**config.mk**
```make
export PLATFORM = sky130hd
export DESIGN_NAME = servo_command_packet_builder_core
export DESIGN_NICKNAME = d
export VERILOG_FILES = /design/src/scpb_pkg.sv /design/src/scpb_div.sv /design/src/scpb_front.sv /design/src/scpb_queue.sv /design/src/scpb_back.sv /design/src/servo_command_packet_builder_core.sv
export SDC_FILE = /design/constraint.sdc
export NUM_CORES = 2
export LEC_CHECK = 0
export ABC_AREA = 1
export BUFFER_PORTS_ARGS = -buffer_cell sky130_fd_sc_hd__buf_2
export CORE_UTILIZATION = 45
export DETAILED_ROUTE_END_ITERATION = 8
export GPL_TIMING_DRIVEN = 0
export PLACE_DENSITY_LB_ADDON = 0.3
export SKIP_CTS_REPAIR_TIMING = 1
export SLEW_MARGIN = 20
export SYNTH_ARGS = -nofsm -noshare
export SYNTH_HDL_FRONTEND = slang
export SYNTH_SLANG_ARGS = --single-unit
```
**constraint.sdc**
```tcl
create_clock -name clock -period 20.8 [get_ports clock]
set_input_delay 4.16 -clock clock [delete_from_list [all_inputs] [get_ports clock]]
set_output_delay 4.16 -clock clock [all_outputs]
set_load 0.03 [all_outputs]
```
**src/scpb_pkg.sv**
```systemverilog
`timescale 1ns / 1ps
// ---------------------------------------------------------------------------
// scpb_pkg: shared types and constants of the servo command packet builder
// Holds the configuration record, the packet descriptor that the front end
// hands to the byte serialiser, and the widths of the two dividers.
// ---------------------------------------------------------------------------
package scpb_pkg;

   // Drive mode codes as held in the drive_mode register.
   localparam logic [1:0] MODE_NONE  = 2'd0;
   localparam logic [1:0] MODE_JOINT = 2'd1;
   localparam logic [1:0] MODE_WHEEL = 2'd2;

   // Both header bytes of a packet.
   localparam logic [7:0] HEADER_BYTE = 8'hFF;

   // Configuration port.
   localparam int CSR_IDX_W  = 3;
   localparam int CSR_DATA_W = 16;

   typedef enum logic [CSR_IDX_W-1:0] {
      REG_DRIVE_MODE    = 3'd0,
      REG_SERVO_ID      = 3'd1,
      REG_SPEED_MIN     = 3'd2,
      REG_SPEED_MAX     = 3'd3,
      REG_POS_RANGE_MIN = 3'd4,
      REG_POS_RANGE_MAX = 3'd5,
      REG_SAFETY_MIN    = 3'd6,
      REG_SAFETY_MAX    = 3'd7
   } csr_reg_type;

   // Divider: numerator magnitude, divisor magnitude and quotient bits.
   localparam int NUM_W = 28;
   localparam int DEN_W = 16;
   localparam int QUO_W = 12;
   localparam int CNT_W = $clog2(QUO_W);

   // Mapped value widths.
   localparam int SPD_VAL_W = 11;
   localparam int POS_VAL_W = 12;

   typedef struct packed {
      logic [1:0]         drive_mode;
      logic [7:0]         servo_id;
      logic signed [15:0] speed_min;
      logic [14:0]        speed_max;
      logic signed [15:0] pos_range_min;
      logic signed [15:0] pos_range_max;
      logic signed [15:0] safety_min;
      logic signed [15:0] safety_max;
   } cfg_type;

   typedef struct packed {
      logic                 joint;
      logic [7:0]           servo_id;
      logic [SPD_VAL_W-1:0] speed_val;
      logic [POS_VAL_W-1:0] pos_val;
   } pkt_desc_type;

endpackage

```
**src/scpb_div.sv**
```systemverilog
`timescale 1ns / 1ps
// ---------------------------------------------------------------------------
// scpb_div: iterative restoring divider, one quotient bit per cycle
// Expects the quotient to fit in QUO_W bits; busy stays high from start until
// the last quotient bit is in, and the quotient then holds until the next start.
// ---------------------------------------------------------------------------
module scpb_div (
   input  logic                       clock,
   input  logic                       reset,
   input  logic                       start,
   input  logic [scpb_pkg::NUM_W-1:0] num,
   input  logic [scpb_pkg::DEN_W-1:0] den,
   output logic                       busy,
   output logic [scpb_pkg::QUO_W-1:0] quo
);
   import scpb_pkg::*;

   logic [NUM_W-1:0] rem_ff;
   logic [NUM_W-1:0] rem_in;
   logic [NUM_W-1:0] dsh_ff;
   logic [QUO_W-1:0] quo_ff;
   logic [CNT_W-1:0] cnt_ff;
   logic             busy_ff;
   logic             ge;

   assign ge     = (rem_ff >= dsh_ff);
   assign rem_in = ge ? (rem_ff - dsh_ff) : rem_ff;

   always_ff @(posedge clock) begin
      if (reset) begin
         busy_ff <= 1'b0;
         cnt_ff  <= '0;
      end else if (start) begin
         busy_ff <= 1'b1;
         cnt_ff  <= CNT_W'(QUO_W - 1);
      end else if (busy_ff) begin
         cnt_ff <= cnt_ff - 1'b1;
         if (cnt_ff == '0) begin
            busy_ff <= 1'b0;
         end
      end
   end

   always_ff @(posedge clock) begin
      if (start) begin
         rem_ff <= num;
         dsh_ff <= NUM_W'(den) << (QUO_W - 1);
         quo_ff <= '0;
      end else if (busy_ff) begin
         rem_ff <= rem_in;
         dsh_ff <= dsh_ff >> 1;
         quo_ff <= {quo_ff[QUO_W-2:0], ge};
      end
   end

   assign busy = busy_ff;
   assign quo  = quo_ff;

endmodule

```
**src/scpb_front.sv**
```systemverilog
`timescale 1ns / 1ps
// ---------------------------------------------------------------------------
// scpb_front: command intake, clamping and scaling
// Takes a command, clamps speed and position, forms the scaled numerators and
// divides them on two iterative dividers, then pushes a packet descriptor.
// ---------------------------------------------------------------------------
module scpb_front (
   input  logic                   clock,
   input  logic                   reset,
   input  scpb_pkg::cfg_type      cfg,
   input  logic                   req_valid,
   output logic                   req_ready,
   input  logic signed [15:0]     cmd_speed,
   input  logic signed [15:0]     cmd_position,
   output logic                   push,
   output scpb_pkg::pkt_desc_type desc,
   input  logic                   full
);
   import scpb_pkg::*;

   localparam int                   SPD_SCALE    = 1023;
   localparam int                   POS_SCALE    = 4095;
   localparam int                   NUM_S_W      = NUM_W + 1;
   localparam logic [SPD_VAL_W-1:0] SPD_FWD_BASE = 11'd1024;
   localparam logic [SPD_VAL_W-1:0] SPD_FULL     = 11'd1023;
   localparam logic [POS_VAL_W-1:0] POS_FULL     = 12'd4095;

   typedef enum logic [2:0] {
      F_IDLE,
      F_CLAMP,
      F_SCALE,
      F_MAG,
      F_START,
      F_DIV
   } front_state_type;

   front_state_type state_ff;

   logic               joint_ff;
   logic signed [15:0] spd_ff;
   logic signed [15:0] pos_ff;

   // clamp stage
   logic [15:0]          spd_x_in,  spd_x_ff;
   logic [DEN_W-1:0]     spd_den_in, spd_den_ff;
   logic [SPD_VAL_W-1:0] spd_base_in, spd_base_ff;
   logic                 spd_useq_in, spd_useq_ff;
   logic signed [15:0]   pos_lim, pos_c_in, pos_c_ff;

   // scale stage
   logic signed [16:0]   diff_in;
   logic signed [16:0]   den_s_in, den_s_ff;
   logic [NUM_S_W-1:0]   num_s_in, num_s_ff;
   logic [NUM_W-1:0]     spd_num_in, spd_num_ff;

   // magnitude stage
   logic [NUM_S_W-1:0]   num_neg;
   logic [16:0]          den_neg;
   logic [NUM_W-1:0]     num_mag_in, num_mag_ff;
   logic [DEN_W-1:0]     den_mag_in, den_mag_ff;
   logic                 pos_useq_in, pos_useq_ff;
   logic                 pos_sat_ff;

   // speed helpers
   logic signed [15:0]   smax_s;
   logic [15:0]          smax_u;
   logic signed [16:0]   spd_neg;
   logic signed [15:0]   rev_sel;
   logic signed [16:0]   rev_neg;
   logic signed [16:0]   smin_neg;
   logic [15:0]          spd_mag;

   logic                 div_start;
   logic                 spd_busy, pos_busy;
   logic [QUO_W-1:0]     spd_quo, pos_quo;
   logic                 div_done;
   logic                 accept;
   logic                 mode_active;

   assign smax_s   = $signed({1'b0, cfg.speed_max});
   assign smax_u   = {1'b0, cfg.speed_max};
   assign spd_neg  = 17'sd0 - $signed({spd_ff[15], spd_ff});
   assign rev_sel  = (spd_ff < cfg.speed_min) ? cfg.speed_min : spd_ff;
   assign rev_neg  = 17'sd0 - $signed({rev_sel[15], rev_sel});
   assign smin_neg = 17'sd0 - $signed({cfg.speed_min[15], cfg.speed_min});
   assign spd_mag  = spd_ff[15] ? spd_neg[15:0] : spd_ff;

   // Speed clamp and choice of output offset.
   always_comb begin
      spd_x_in    = '0;
      spd_den_in  = smax_u;
      spd_base_in = '0;
      spd_useq_in = 1'b0;
      if (joint_ff) begin
         spd_x_in    = (spd_mag > smax_u) ? smax_u : spd_mag;
         spd_useq_in = (cfg.speed_max != '0);
      end else if (!spd_ff[15]) begin
         spd_x_in    = (spd_ff > smax_s) ? smax_u : spd_ff;
         spd_base_in = SPD_FWD_BASE;
         spd_useq_in = (cfg.speed_max != '0);
      end else if (!cfg.speed_min[15]) begin
         // A reverse limit that is not negative pins the speed to it.
         spd_base_in = (cfg.speed_min == 16'sd0) ? '0 : SPD_FULL;
      end else begin
         spd_x_in    = rev_neg[15:0];
         spd_den_in  = smin_neg[15:0];
         spd_useq_in = 1'b1;
      end
   end

   // Position clamp: range limit on the side of the sign, then safety limits.
   always_comb begin
      pos_lim = pos_ff;
      if (!pos_ff[15]) begin
         if (pos_ff > cfg.pos_range_max) begin
            pos_lim = cfg.pos_range_max;
         end
      end else if (pos_ff < cfg.pos_range_min) begin
         pos_lim = cfg.pos_range_min;
      end
      priority if (pos_lim > cfg.safety_max) begin
         pos_c_in = cfg.safety_max;
      end else if (pos_lim < cfg.safety_min) begin
         pos_c_in = cfg.safety_min;
      end else begin
         pos_c_in = pos_lim;
      end
   end

   assign diff_in  = $signed({pos_c_ff[15], pos_c_ff})
                   - $signed({cfg.pos_range_min[15], cfg.pos_range_min});
   assign den_s_in = $signed({cfg.pos_range_max[15], cfg.pos_range_max})
                   - $signed({cfg.pos_range_min[15], cfg.pos_range_min});
   assign num_s_in = {{(NUM_S_W - 17){diff_in[16]}}, diff_in} * NUM_S_W'(POS_SCALE);
   assign spd_num_in = NUM_W'(spd_x_ff) * NUM_W'(SPD_SCALE);

   assign num_neg    = NUM_S_W'(0) - num_s_ff;
   assign den_neg    = 17'd0 - den_s_ff;
   assign num_mag_in = num_s_ff[NUM_S_W-1] ? num_neg[NUM_W-1:0] : num_s_ff[NUM_W-1:0];
   assign den_mag_in = den_s_ff[16] ? den_neg[DEN_W-1:0] : den_s_ff[DEN_W-1:0];
   // A zero or negative quotient saturates to zero, so only like signs divide.
   assign pos_useq_in = (den_s_ff != 17'sd0) && (num_s_ff != '0)
                      && (num_s_ff[NUM_S_W-1] == den_s_ff[16]);

   assign div_start   = (state_ff == F_START);
   assign div_done    = (state_ff == F_DIV) && !spd_busy && !pos_busy;
   assign push        = div_done && !full;
   assign req_ready   = (state_ff == F_IDLE) || push;
   assign accept      = req_valid && req_ready;
   assign mode_active = (cfg.drive_mode == MODE_JOINT) || (cfg.drive_mode == MODE_WHEEL);

   always_comb begin
      desc.joint     = joint_ff;
      desc.servo_id  = cfg.servo_id;
      desc.speed_val = spd_base_ff + (spd_useq_ff ? spd_quo[SPD_VAL_W-1:0] : '0);
      if (!pos_useq_ff) begin
         desc.pos_val = '0;
      end else if (pos_sat_ff) begin
         desc.pos_val = POS_FULL;
      end else begin
         desc.pos_val = pos_quo;
      end
   end

   always_ff @(posedge clock) begin
      if (reset) begin
         state_ff <= F_IDLE;
      end else begin
         unique case (state_ff)
            F_IDLE: begin
               if (accept && mode_active) begin
                  state_ff <= F_CLAMP;
               end
            end
            F_CLAMP: state_ff <= F_SCALE;
            F_SCALE: state_ff <= F_MAG;
            F_MAG:   state_ff <= F_START;
            F_START: state_ff <= F_DIV;
            F_DIV: begin
               if (push) begin
                  state_ff <= (accept && mode_active) ? F_CLAMP : F_IDLE;
               end
            end
            default: state_ff <= F_IDLE;
         endcase
      end
   end

   always_ff @(posedge clock) begin
      if (accept) begin
         joint_ff <= (cfg.drive_mode == MODE_JOINT);
         spd_ff   <= cmd_speed;
         pos_ff   <= cmd_position;
      end
      if (state_ff == F_CLAMP) begin
         spd_x_ff    <= spd_x_in;
         spd_den_ff  <= spd_den_in;
         spd_base_ff <= spd_base_in;
         spd_useq_ff <= spd_useq_in;
         pos_c_ff    <= pos_c_in;
      end
      if (state_ff == F_SCALE) begin
         num_s_ff   <= num_s_in;
         den_s_ff   <= den_s_in;
         spd_num_ff <= spd_num_in;
      end
      if (state_ff == F_MAG) begin
         num_mag_ff  <= num_mag_in;
         den_mag_ff  <= den_mag_in;
         pos_useq_ff <= pos_useq_in;
      end
      if (state_ff == F_START) begin
         pos_sat_ff <= (num_mag_ff >= {den_mag_ff, {QUO_W{1'b0}}});
      end
   end

   scpb_div u_spd_div (
      .clock (clock),
      .reset (reset),
      .start (div_start),
      .num   (spd_num_ff),
      .den   (spd_den_ff),
      .busy  (spd_busy),
      .quo   (spd_quo)
   );

   scpb_div u_pos_div (
      .clock (clock),
      .reset (reset),
      .start (div_start),
      .num   (num_mag_ff),
      .den   (den_mag_ff),
      .busy  (pos_busy),
      .quo   (pos_quo)
   );

endmodule

```
**src/scpb_queue.sv**
```systemverilog
`timescale 1ns / 1ps
// ---------------------------------------------------------------------------
// scpb_queue: two-entry descriptor queue between front end and serialiser
// Push and pop may happen in the same cycle.
// ---------------------------------------------------------------------------
module scpb_queue (
   input  logic                   clock,
   input  logic                   reset,
   input  logic                   push,
   input  scpb_pkg::pkt_desc_type push_desc,
   output logic                   full,
   input  logic                   pop,
   output scpb_pkg::pkt_desc_type pop_desc,
   output logic                   empty
);
   import scpb_pkg::*;

   pkt_desc_type entry_ff [2];
   logic         wr_ptr_ff;
   logic         rd_ptr_ff;
   logic [1:0]   count_ff;

   assign full     = (count_ff == 2'd2);
   assign empty    = (count_ff == 2'd0);
   assign pop_desc = entry_ff[rd_ptr_ff];

   always_ff @(posedge clock) begin
      if (reset) begin
         wr_ptr_ff <= 1'b0;
         rd_ptr_ff <= 1'b0;
         count_ff  <= 2'd0;
      end else begin
         if (push) begin
            wr_ptr_ff <= ~wr_ptr_ff;
         end
         if (pop) begin
            rd_ptr_ff <= ~rd_ptr_ff;
         end
         if (push && !pop) begin
            count_ff <= count_ff + 2'd1;
         end else if (pop && !push) begin
            count_ff <= count_ff - 2'd1;
         end
      end
   end

   always_ff @(posedge clock) begin
      if (push) begin
         entry_ff[wr_ptr_ff] <= push_desc;
      end
   end

endmodule

```
**src/scpb_back.sv**
```systemverilog
`timescale 1ns / 1ps
// ---------------------------------------------------------------------------
// scpb_back: packet byte serialiser
// Walks a descriptor byte by byte into a registered output, summing the body
// for the checksum, and loads the next descriptor when idle or on the final byte.
// ---------------------------------------------------------------------------
module scpb_back (
   input  logic                   clock,
   input  logic                   reset,
   input  logic                   empty,
   output logic                   pop,
   input  scpb_pkg::pkt_desc_type desc_in,
   output logic                   out_valid,
   input  logic                   out_ready,
   output logic [7:0]             out_byte,
   output logic                   out_last
);
   import scpb_pkg::*;

   localparam logic [7:0] INSTR_WRITE = 8'h03;
   localparam logic [7:0] LEN_WHEEL   = 8'h05;
   localparam logic [7:0] LEN_JOINT   = 8'h07;
   localparam logic [7:0] ADDR_SPEED  = 8'h20;
   localparam logic [7:0] ADDR_GOAL   = 8'h1E;

   // Byte positions within a packet.
   localparam logic [3:0] BYTE_HDR0  = 4'd0;
   localparam logic [3:0] BYTE_HDR1  = 4'd1;
   localparam logic [3:0] BYTE_ID    = 4'd2;
   localparam logic [3:0] BYTE_LEN   = 4'd3;
   localparam logic [3:0] BYTE_INSTR = 4'd4;
   localparam logic [3:0] BYTE_ADDR  = 4'd5;
   localparam logic [3:0] BYTE_D0    = 4'd6;
   localparam logic [3:0] BYTE_D1    = 4'd7;
   localparam logic [3:0] BYTE_D2    = 4'd8;
   localparam logic [3:0] BYTE_D3    = 4'd9;
   localparam logic [3:0] BYTE_CS_J  = 4'd10;
   localparam logic [3:0] BYTE_CS_W  = 4'd8;

   pkt_desc_type cur_ff;
   logic         active_ff;
   logic [3:0]   idx_ff;
   logic [7:0]   sum_ff;
   logic [7:0]   byte_ff;
   logic         last_ff;
   logic         valid_ff;

   logic [7:0]   byte_now;
   logic         is_last;
   logic         emit;

   assign emit    = active_ff && (!valid_ff || out_ready);
   assign is_last = (idx_ff == (cur_ff.joint ? BYTE_CS_J : BYTE_CS_W));
   assign pop     = !empty && (!active_ff || (emit && is_last));

   always_comb begin
      unique case (idx_ff)
         BYTE_HDR0, BYTE_HDR1: byte_now = HEADER_BYTE;
         BYTE_ID:    byte_now = cur_ff.servo_id;
         BYTE_LEN:   byte_now = cur_ff.joint ? LEN_JOINT : LEN_WHEEL;
         BYTE_INSTR: byte_now = INSTR_WRITE;
         BYTE_ADDR:  byte_now = cur_ff.joint ? ADDR_GOAL : ADDR_SPEED;
         BYTE_D0:    byte_now = cur_ff.joint ? cur_ff.pos_val[7:0] : cur_ff.speed_val[7:0];
         BYTE_D1:    byte_now = cur_ff.joint ? {4'd0, cur_ff.pos_val[11:8]}
                                             : {5'd0, cur_ff.speed_val[10:8]};
         BYTE_D2:    byte_now = cur_ff.joint ? cur_ff.speed_val[7:0] : ~sum_ff;
         BYTE_D3:    byte_now = {6'd0, cur_ff.speed_val[9:8]};
         BYTE_CS_J:  byte_now = ~sum_ff;
         default:    byte_now = 8'd0;
      endcase
   end

   always_ff @(posedge clock) begin
      if (reset) begin
         active_ff <= 1'b0;
         valid_ff  <= 1'b0;
         idx_ff    <= '0;
         sum_ff    <= '0;
      end else begin
         if (emit) begin
            valid_ff <= 1'b1;
         end else if (out_ready) begin
            valid_ff <= 1'b0;
         end
         // A newly loaded descriptor restarts the walk, also on the final
         // byte of the previous packet.
         if (pop) begin
            active_ff <= 1'b1;
            idx_ff    <= '0;
            sum_ff    <= '0;
         end else if (emit) begin
            idx_ff <= idx_ff + 4'd1;
            if (idx_ff >= BYTE_ID) begin
               sum_ff <= sum_ff + byte_now;
            end
            if (is_last) begin
               active_ff <= 1'b0;
            end
         end
      end
   end

   always_ff @(posedge clock) begin
      if (emit) begin
         byte_ff <= byte_now;
         last_ff <= is_last;
      end
      if (pop) begin
         cur_ff <= desc_in;
      end
   end

   assign out_valid = valid_ff;
   assign out_byte  = byte_ff;
   assign out_last  = last_ff;

endmodule

```
**src/servo_command_packet_builder_core.sv**
```systemverilog
`timescale 1ns / 1ps
// ---------------------------------------------------------------------------
// servo_command_packet_builder_core: serial-servo write packet builder
// Turns speed/position commands into complete write packets, one byte per
// response, with header, ID, length, instruction, address, data and checksum.
// ---------------------------------------------------------------------------
// Use: each request on req_ carries one command (speed and position). In
// joint mode an eleven-byte packet to the goal-position address follows; in
// wheel mode a nine-byte packet to the moving-speed address. With no mode
// set, requests are taken and dropped without any response. rsp_tlast marks
// the checksum byte that ends each packet.
// Timing: a command passes the clamp, scale, magnitude and start steps,
// then the two 12-step iterative dividers; the descriptor then passes the
// queue entry and the serialiser's descriptor register to its output register.
// The serialiser then sends one byte per cycle while the receiver is ready;
// a packet on the response side runs in parallel with the next command's work.
// A two-entry descriptor queue lets the front end run ahead while the
// receiver stalls; once it is full, a finished descriptor holds req_tready low until room frees.
// Reset (synchronous) empties the queue and restores the register defaults:
// no mode, ID 1, speed limits -1023 and 1023, both ranges 0 to 4095.
// Configuration is to be written through csr_ only while no command is in flight; the block does not enforce this.
// ---------------------------------------------------------------------------
module servo_command_packet_builder_core (
   input  logic                           clock,
   input  logic                           reset,
   // request: [15:0] cmd_speed, [31:16] cmd_position
   input  logic                           req_tvalid,
   output logic                           req_tready,
   input  logic [31:0]                    req_tdata,
   // response: [7:0] tx_byte
   output logic                           rsp_tvalid,
   input  logic                           rsp_tready,
   output logic [7:0]                     rsp_tdata,
   output logic                           rsp_tlast,
   input  logic                           csr_wr_en,
   input  logic [scpb_pkg::CSR_IDX_W-1:0]  csr_index,
   input  logic [scpb_pkg::CSR_DATA_W-1:0] csr_wdata
);
   import scpb_pkg::*;

   // Register defaults after reset.
   localparam cfg_type CFG_RESET = '{
      drive_mode:    MODE_NONE,
      servo_id:      8'd1,
      speed_min:     -16'sd1023,
      speed_max:     15'd1023,
      pos_range_min: 16'sd0,
      pos_range_max: 16'sd4095,
      safety_min:    16'sd0,
      safety_max:    16'sd4095
   };

   cfg_type      cfg_ff;
   logic         q_push;
   logic         q_full;
   logic         q_pop;
   logic         q_empty;
   pkt_desc_type push_desc;
   pkt_desc_type pop_desc;

   // Configuration registers: plain writes, no read-back.
   always_ff @(posedge clock) begin
      if (reset) begin
         cfg_ff <= CFG_RESET;
      end else if (csr_wr_en) begin
         unique case (csr_reg_type'(csr_index))
            REG_DRIVE_MODE:    cfg_ff.drive_mode    <= csr_wdata[1:0];
            REG_SERVO_ID:      cfg_ff.servo_id      <= csr_wdata[7:0];
            REG_SPEED_MIN:     cfg_ff.speed_min     <= $signed(csr_wdata);
            REG_SPEED_MAX:     cfg_ff.speed_max     <= csr_wdata[14:0];
            REG_POS_RANGE_MIN: cfg_ff.pos_range_min <= $signed(csr_wdata);
            REG_POS_RANGE_MAX: cfg_ff.pos_range_max <= $signed(csr_wdata);
            REG_SAFETY_MIN:    cfg_ff.safety_min    <= $signed(csr_wdata);
            REG_SAFETY_MAX:    cfg_ff.safety_max    <= $signed(csr_wdata);
            default:           cfg_ff <= cfg_ff;
         endcase
      end
   end

   // Front end: clamping, scaling and division.
   scpb_front u_front (
      .clock        (clock),
      .reset        (reset),
      .cfg          (cfg_ff),
      .req_valid    (req_tvalid),
      .req_ready    (req_tready),
      .cmd_speed    ($signed(req_tdata[15:0])),
      .cmd_position ($signed(req_tdata[31:16])),
      .push         (q_push),
      .desc         (push_desc),
      .full         (q_full)
   );

   // Descriptor queue decoupling the two halves.
   scpb_queue u_queue (
      .clock     (clock),
      .reset     (reset),
      .push      (q_push),
      .push_desc (push_desc),
      .full      (q_full),
      .pop       (q_pop),
      .pop_desc  (pop_desc),
      .empty     (q_empty)
   );

   // Back end: byte serialiser with checksum and registered output.
   scpb_back u_back (
      .clock     (clock),
      .reset     (reset),
      .empty     (q_empty),
      .pop       (q_pop),
      .desc_in   (pop_desc),
      .out_valid (rsp_tvalid),
      .out_ready (rsp_tready),
      .out_byte  (rsp_tdata),
      .out_last  (rsp_tlast)
   );

   // The front end never writes into a full queue.
   assert property (@(posedge clock) disable iff (reset) q_push |-> !q_full)
      else $error("descriptor pushed into a full queue");

   // The serialiser never takes a descriptor from an empty queue.
   assert property (@(posedge clock) disable iff (reset) q_pop |-> !q_empty)
      else $error("descriptor popped from an empty queue");

   // After a checksum byte is taken, anything shown next starts a new header.
   assert property (@(posedge clock) disable iff (reset)
      (rsp_tvalid && rsp_tready && rsp_tlast) |=> (!rsp_tvalid || rsp_tdata == HEADER_BYTE))
      else $error("packet did not restart with a header byte");

   // A command that builds a packet occupies the front end on the next cycle.
   assert property (@(posedge clock) disable iff (reset)
      (req_tvalid && req_tready
       && (cfg_ff.drive_mode == MODE_JOINT || cfg_ff.drive_mode == MODE_WHEEL))
      |=> !req_tready)
      else $error("front end took a request while still working");

endmodule
```
Yosys cells after proc, flatten, opt, wreduce, memory -nomap -nowiden

Memory sizes are Yosys's and may differ from the RTL's. A register that Yosys moved wholly into a read port is not among the register bits.
Index checks and enable logic that the tools add are counted.
W data, S select, Z words.

Output and inout bits: 11
Memories: 1
Memory bits (writable): 64
Flip-flop bits (word level): 489
Input bits: 56

Multiply operators: 2
Bitwise operators: 5
$add $sub $neg: 16
Reductions and logical operators: 60
Equal/unequal tests: 29
$lt $le $gt $ge: 11
Mux-type cells: 66

Memories:

| memory           | depth | width | read ports | clocked after memory_dff | write ports | line             | text |
|---|---|---|---|---|---|---|---|
| u_queue.entry_ff | 2     | 32    | 1          | 1                        | 1           | scpb_queue.sv:18 | `pkt_desc_type entry_ff [2];` |

Operator list:

| kind                     | number |
|---|---|
| $mux W16                 | 12 |
| $mux W28                 | 6 |
| $mux W27                 | 4 |
| $pmux W8 S10             | 1 |
| $sub A1 B16 Y16 const A  | 4 |
| $mux W15                 | 4 |
| $ge A28 B27 Y1           | 2 |
| $sub A28 B27 Y28         | 2 |
| $gt A16 B16 Y1           | 3 |
| $lt A16 B16 Y1           | 3 |
| $sub A16 B16 Y17         | 2 |
| $mul A17 B13 Y29 const B | 1 |
| $reduce_bool A29 Y1      | 1 |
| $ge A28 B28 Y1           | 1 |
| $sub A1 B28 Y28 const A  | 1 |
| $mul A16 B10 Y26 const B | 1 |
| $mux W26                 | 1 |
| $reduce_and A2 Y1        | 13 |
| $mux W12                 | 2 |
| $mux W11                 | 2 |
| $mux W10                 | 2 |
| $mux W4                  | 5 |
| $eq A3 B3 Y1 const B     | 6 |
| $pmux W3 S6              | 1 |
| other kinds (39)         | 109 |

Longest topological paths before layout

Depth after elaboration: 10
Depth in mapped cells: 38

Hierarchy

From an unflattened synthesis, not the netlist that was laid out.

Cell total of the unflattened synthesis: 5093
Area total of the unflattened synthesis: 42966.2 µm²

Modules (own cells, without submodules):

| module                            | area an instance (µm²) | times used | cells each |
|---|---|---|---|
| scpb_front                        | 23593.9                | 1          | 2671 |
| scpb_div (u_front.u_spd_div)      | 4928.5                 | 1          | 719 |
| scpb_div (u_front.u_pos_div)      | 4893.4                 | 1          | 722 |
| servo_command_packet_builder_core | 4028.9                 | 1          | 558 |
| scpb_back                         | 2829.0                 | 1          | 290 |
| scpb_queue                        | 2692.6                 | 1          | 133 |

Worst setup path after synthesis

OpenSTA, ideal clock, no wires.

Path type: flip-flop to flip-flop
Start: register cfg_ff[48] (netlist bit)
End: register u_front.num_s_ff[25], data pin
Path buffers: 0
Period minus slack after synthesis: 6.670 ns
Stages on the path, launching flop included: 32
Library setup time: 0.259 ns
Setup slack: 14.130 ns
Arrival: 6.411 ns
Cells stage by stage: dfxtp_1 -> ha_1 -> fa_1 -> nand3b_1 -> nand2_1 -> a21oi_2 -> xnor2_1 -> inv_1 -> fa_1 -> inv_1 -> fa_1 -> inv_1 -> fa_1 -> fa_1 -> fa_1 -> inv_1 -> ha_1 -> nand2_1 -> o21ai_1 -> nand2_1 -> o21bai_1 -> nand3_1 -> nand2_1 -> nand3_1 -> nand2_1 -> a21boi_1 -> o21ai_0 -> nand2_1 -> nand2_1 -> nand2_1 -> nand2_1 -> xor2_1

Cells in the longest elaborated chain, start to end: 2

Ends and longest elaborated chain:

| what                           | line                                    | text |
|---|---|---|
| from (decl)                    | servo_command_packet_builder_core.sv:53 | `cfg_type cfg_ff;` |
| from (signal assigned)         | servo_command_packet_builder_core.sv:75 | `default: cfg_ff <= cfg_ff;` |
| $sub A16 B16 Y17               | scpb_front.sv:131                       | `- $signed({cfg.pos_range_min[15], cfg.pos_range_min});` |
| $mul A17 B13 Y29               | scpb_front.sv:134                       | `assign num_s_in = {{(NUM_S_W - 17){diff_in[16]}}, diff_in} * NUM_S_W'(POS_SCALE);` |
| named net u_front.num_s_in[25] | scpb_front.sv:53                        | `logic [NUM_S_W-1:0] num_s_in, num_s_ff;` |
| to (signal assigned)           | scpb_front.sv:203                       | `num_s_ff <= num_s_in;` |
| to (decl)                      | scpb_front.sv:53                        |  |

The timed path passes the listed nets, and every way through them passes these cells.
A chain may end at the register's enable or synchronous reset.

Final worst setup path

Start: register cfg_ff[48] (netlist bit)
End: register u_front.num_s_ff[27], data pin

The elaborated chain is that of the path after synthesis.

==> qor.csv <==
stage,metric,value,unit
die,pin_count,67,
worst_setup_path,cpPeakStageDelay,0.68,ns
clock_network,numCtsBuffers,67,
status,failed_checks,DRC,
timing,relSlewSlack,0.3640,
detailed_routing,drt_wl_total,99210,um
layout,layout-drive-gt1-share,0.05373,
synth,synth_edf_count,395,
synth,avgSynthCellArea,8.846,um^2
worst_setup_path,critical-path-top-delay-family,adder cells,
timing,worst_slew_pin_slew,0.9540,ns
die,core,88510,um^2
detailed_routing,routedWlPerCell,16.73,um
worst_setup_path,cp_num_buf_inv,4,
layout,diodes,0,
clock_network,cts-root-buf,clkbuf_16,
detailed_routing,highest_layer,met4,
worst_setup_path,crit_type,reg2reg,
synth,yosys.area.top_type_share,0.2942,
placement,dpl.hpwl,79100,um
detailed_routing,drtPass1Iterations,7,
timing,final_hold_viol_count,0,
synth,ys.flop_type,edfxtp_1,
synth,synth_area_leaders,"edfxtp_1 (29%), ha_1 (11%), fa_1 (9.8%)",
worst_setup_path,path_max_fanout,6,
worst_setup_path,endpoint_kind,register,
detailed_routing,wl_met2,45180,um
timing,rsz0062_at_grt,false,
placement,place_congestion,0.9470,
synth,syn_area,40310,um^2
layout,syn2layout_area_growth,10.57,%
worst_setup_path,crit_top_cell,nand2_1,
detailed_routing,met3_length,5432,um
global_routing,grt_pass1_vias,29533,
synth,syn_inst,4557,
detailed_routing,wl_met1,45320,um
layout,fin_nets,5334,
timing,setup_viol_count_final,0,
die,rows,109,
worst_setup_path,worstSetupStartpointType,register,
clock_network,cts.htree.levels,3,
timing,drv_slew,0,
die,die_y,301.3,um
timing,timing.final.crit_share,0.3617,
run,drv_cap,0,
timing,fmax,132.9,MHz
synth,yosysWarnings,0,
layout,layout_common_cells,"nand2_1 (853), inv_1 (808), edfxtp_1 (395)",
global_routing,antenna_found_initial,0,
status,status,"complete, but fails checks",
die,start_util,0.4555,
timing,worst_clock_skew,0.02895,ns
detailed_routing,via_per_inst,5.191,
detailed_routing,drc,8,
layout,final_common_cell,nand2_1,
detailed_routing,drt.antenna.violating_nets,0,
die,die_w,301.3,um
detailed_routing,dr.first_iter.drc_count,1972,
timing,period_minus_slack,7.524,ns
global_routing,grt_overflow_total,0,
global_routing,grt_max_degree,33,
die,fp.dieArea,90780,um^2
clock_network,path_clk_slew,0.06,ns
synth,synth_nets,5180,
clock_network,cts.path.max_buffers,3,
worst_setup_path,slowest_stage,xnor2_1,
synth,yosys.area.top_type,edfxtp_1,
synth,synth-seq-area-share,0.3841,
clock_network,clock-sinks,576,
global_routing,grtUsageTotal,0.2198,
worst_setup_path,critPathRequiredTime,21.23,ns
timing,tns,0,ns
worst_setup_path,cp.arrival,7.96,ns
clock_network,cts_tree,yes,
clock_network,clock_latency,0.62,ns
synth,synth_seq_cells,576,
synth,synth_cell_types,68,
global_routing,grt_pass1_wl,157500,um
detailed_routing,vias,30780,
min_path,hold_class,reg2reg,
placement,io_buffers,65,
synth,async_reset_ff_frac,0,
routing by layer:
metal  vias up  track usage
met1     14441       0.3045
met4         0      0.07650
met3       160      0.02680
met5         -            0
li1      15415            -
met2       764       0.3542
synth_stat cells (all sizes together) (6+ instances only):
| library cell | n |
|---|---|
| xor2 | 143 |
| nand4 | 32 |
| o21bai | 18 |
| a211oi | 21 |
| o211ai | 40 |
| a31oi | 21 |
| ha | 369 |
| clkinv | 7 |
| nand2 | 863 |
| nor2 | 233 |
| or2 | 12 |
| a21oi | 328 |
| fa | 198 |
| edfxtp | 395 |
| o31ai | 24 |
| nor3b | 6 |
| nor3 | 38 |
| o21ai | 355 |
| o221ai | 13 |
| buf | 19 |
| o22ai | 7 |
| a21o | 12 |
| nand3 | 161 |
| inv | 813 |
| xnor2 | 70 |
| dfxtp | 181 |
| o21a | 12 |
| nor4 | 16 |
| clkbuf | 100 |
| a21boi | 7 |
| a32oi | 15 |
through the flow:
step / worst slack [ns] / utilization / instances / hold WS, ns / area [um^2]
after CTS: 13.22 / 0.5036 / 5930 / 0.4613 / 44570
after detailed placement: 13.25 / 0.4785 / 5807 / 0.4533 / 42350
after floorplan: 14.13 / - / 4557 / 0.4203 / 40310
after global placement: 12.92 / 0.4756 / 5787 / 0.4457 / 42100
after global routing: 12.77 / 0.5036 / 5930 / 0.4723 / 44570
final: 13.28 / 0.5036 / 5930 / 0.4548 / 44570
flip-flops by register name, summed over array words and instances (netlist names), 16 cells and up:
name	count
cfg_ff	105
u_front.num_mag_ff	28
u_front.den_mag_ff	16
u_front.num_s_ff	29
u_front.pos_c_ff	16
u_front.spd_ff	16
u_front.pos_ff	16
u_front.spd_den_ff	16
u_front.u_pos_div.dsh_ff	27
u_front.spd_num_ff	26
u_front.u_spd_div.dsh_ff	27
u_front.u_spd_div.rem_ff	28
u_front.spd_x_ff	16
u_front.u_pos_div.rem_ff	28
u_queue.entry_ff	64
u_front.den_s_ff	17
u_back.cur_ff	32
final timing paths:
check / to / cells after the start / from / slack (ns)
setup / recovery: u_front.num_s_ff[27] / 31 / cfg_ff[48] / 13.28
hold / removal: u_front.num_mag_ff[0] / 0 / u_front.num_s_ff[0] / 0.45
setup reg to reg: u_front.num_s_ff[27] / 31 / cfg_ff[48] / 13.28
hold reg to reg: u_front.num_mag_ff[0] / 0 / u_front.num_s_ff[0] / 0.45
logic make-up after synthesis:
kind of cell    share of synthesized area
fa+ha+maj                          0.2129
xor+xnor                          0.04777
simple gates                       0.1407
buf+inv                           0.08812
compound gates                     0.1264
flops                              0.3841
cell type report:
type	count	area (um^2)
Sequential cell	576	15480
Fill cell	8136	43940
Buffer	119	474.2
Tap cell	1165	1458
Multi-Input combinational cell	3042	21320
Timing Repair Buffer	85	539.3
Clock buffer	91	1892
Clock inverter	32	329.1
Inverter	820	3078
Power is left out: the tool's default activity adds up to more than one toggle a clock period on the data nets, which glitch-free logic cannot reach.
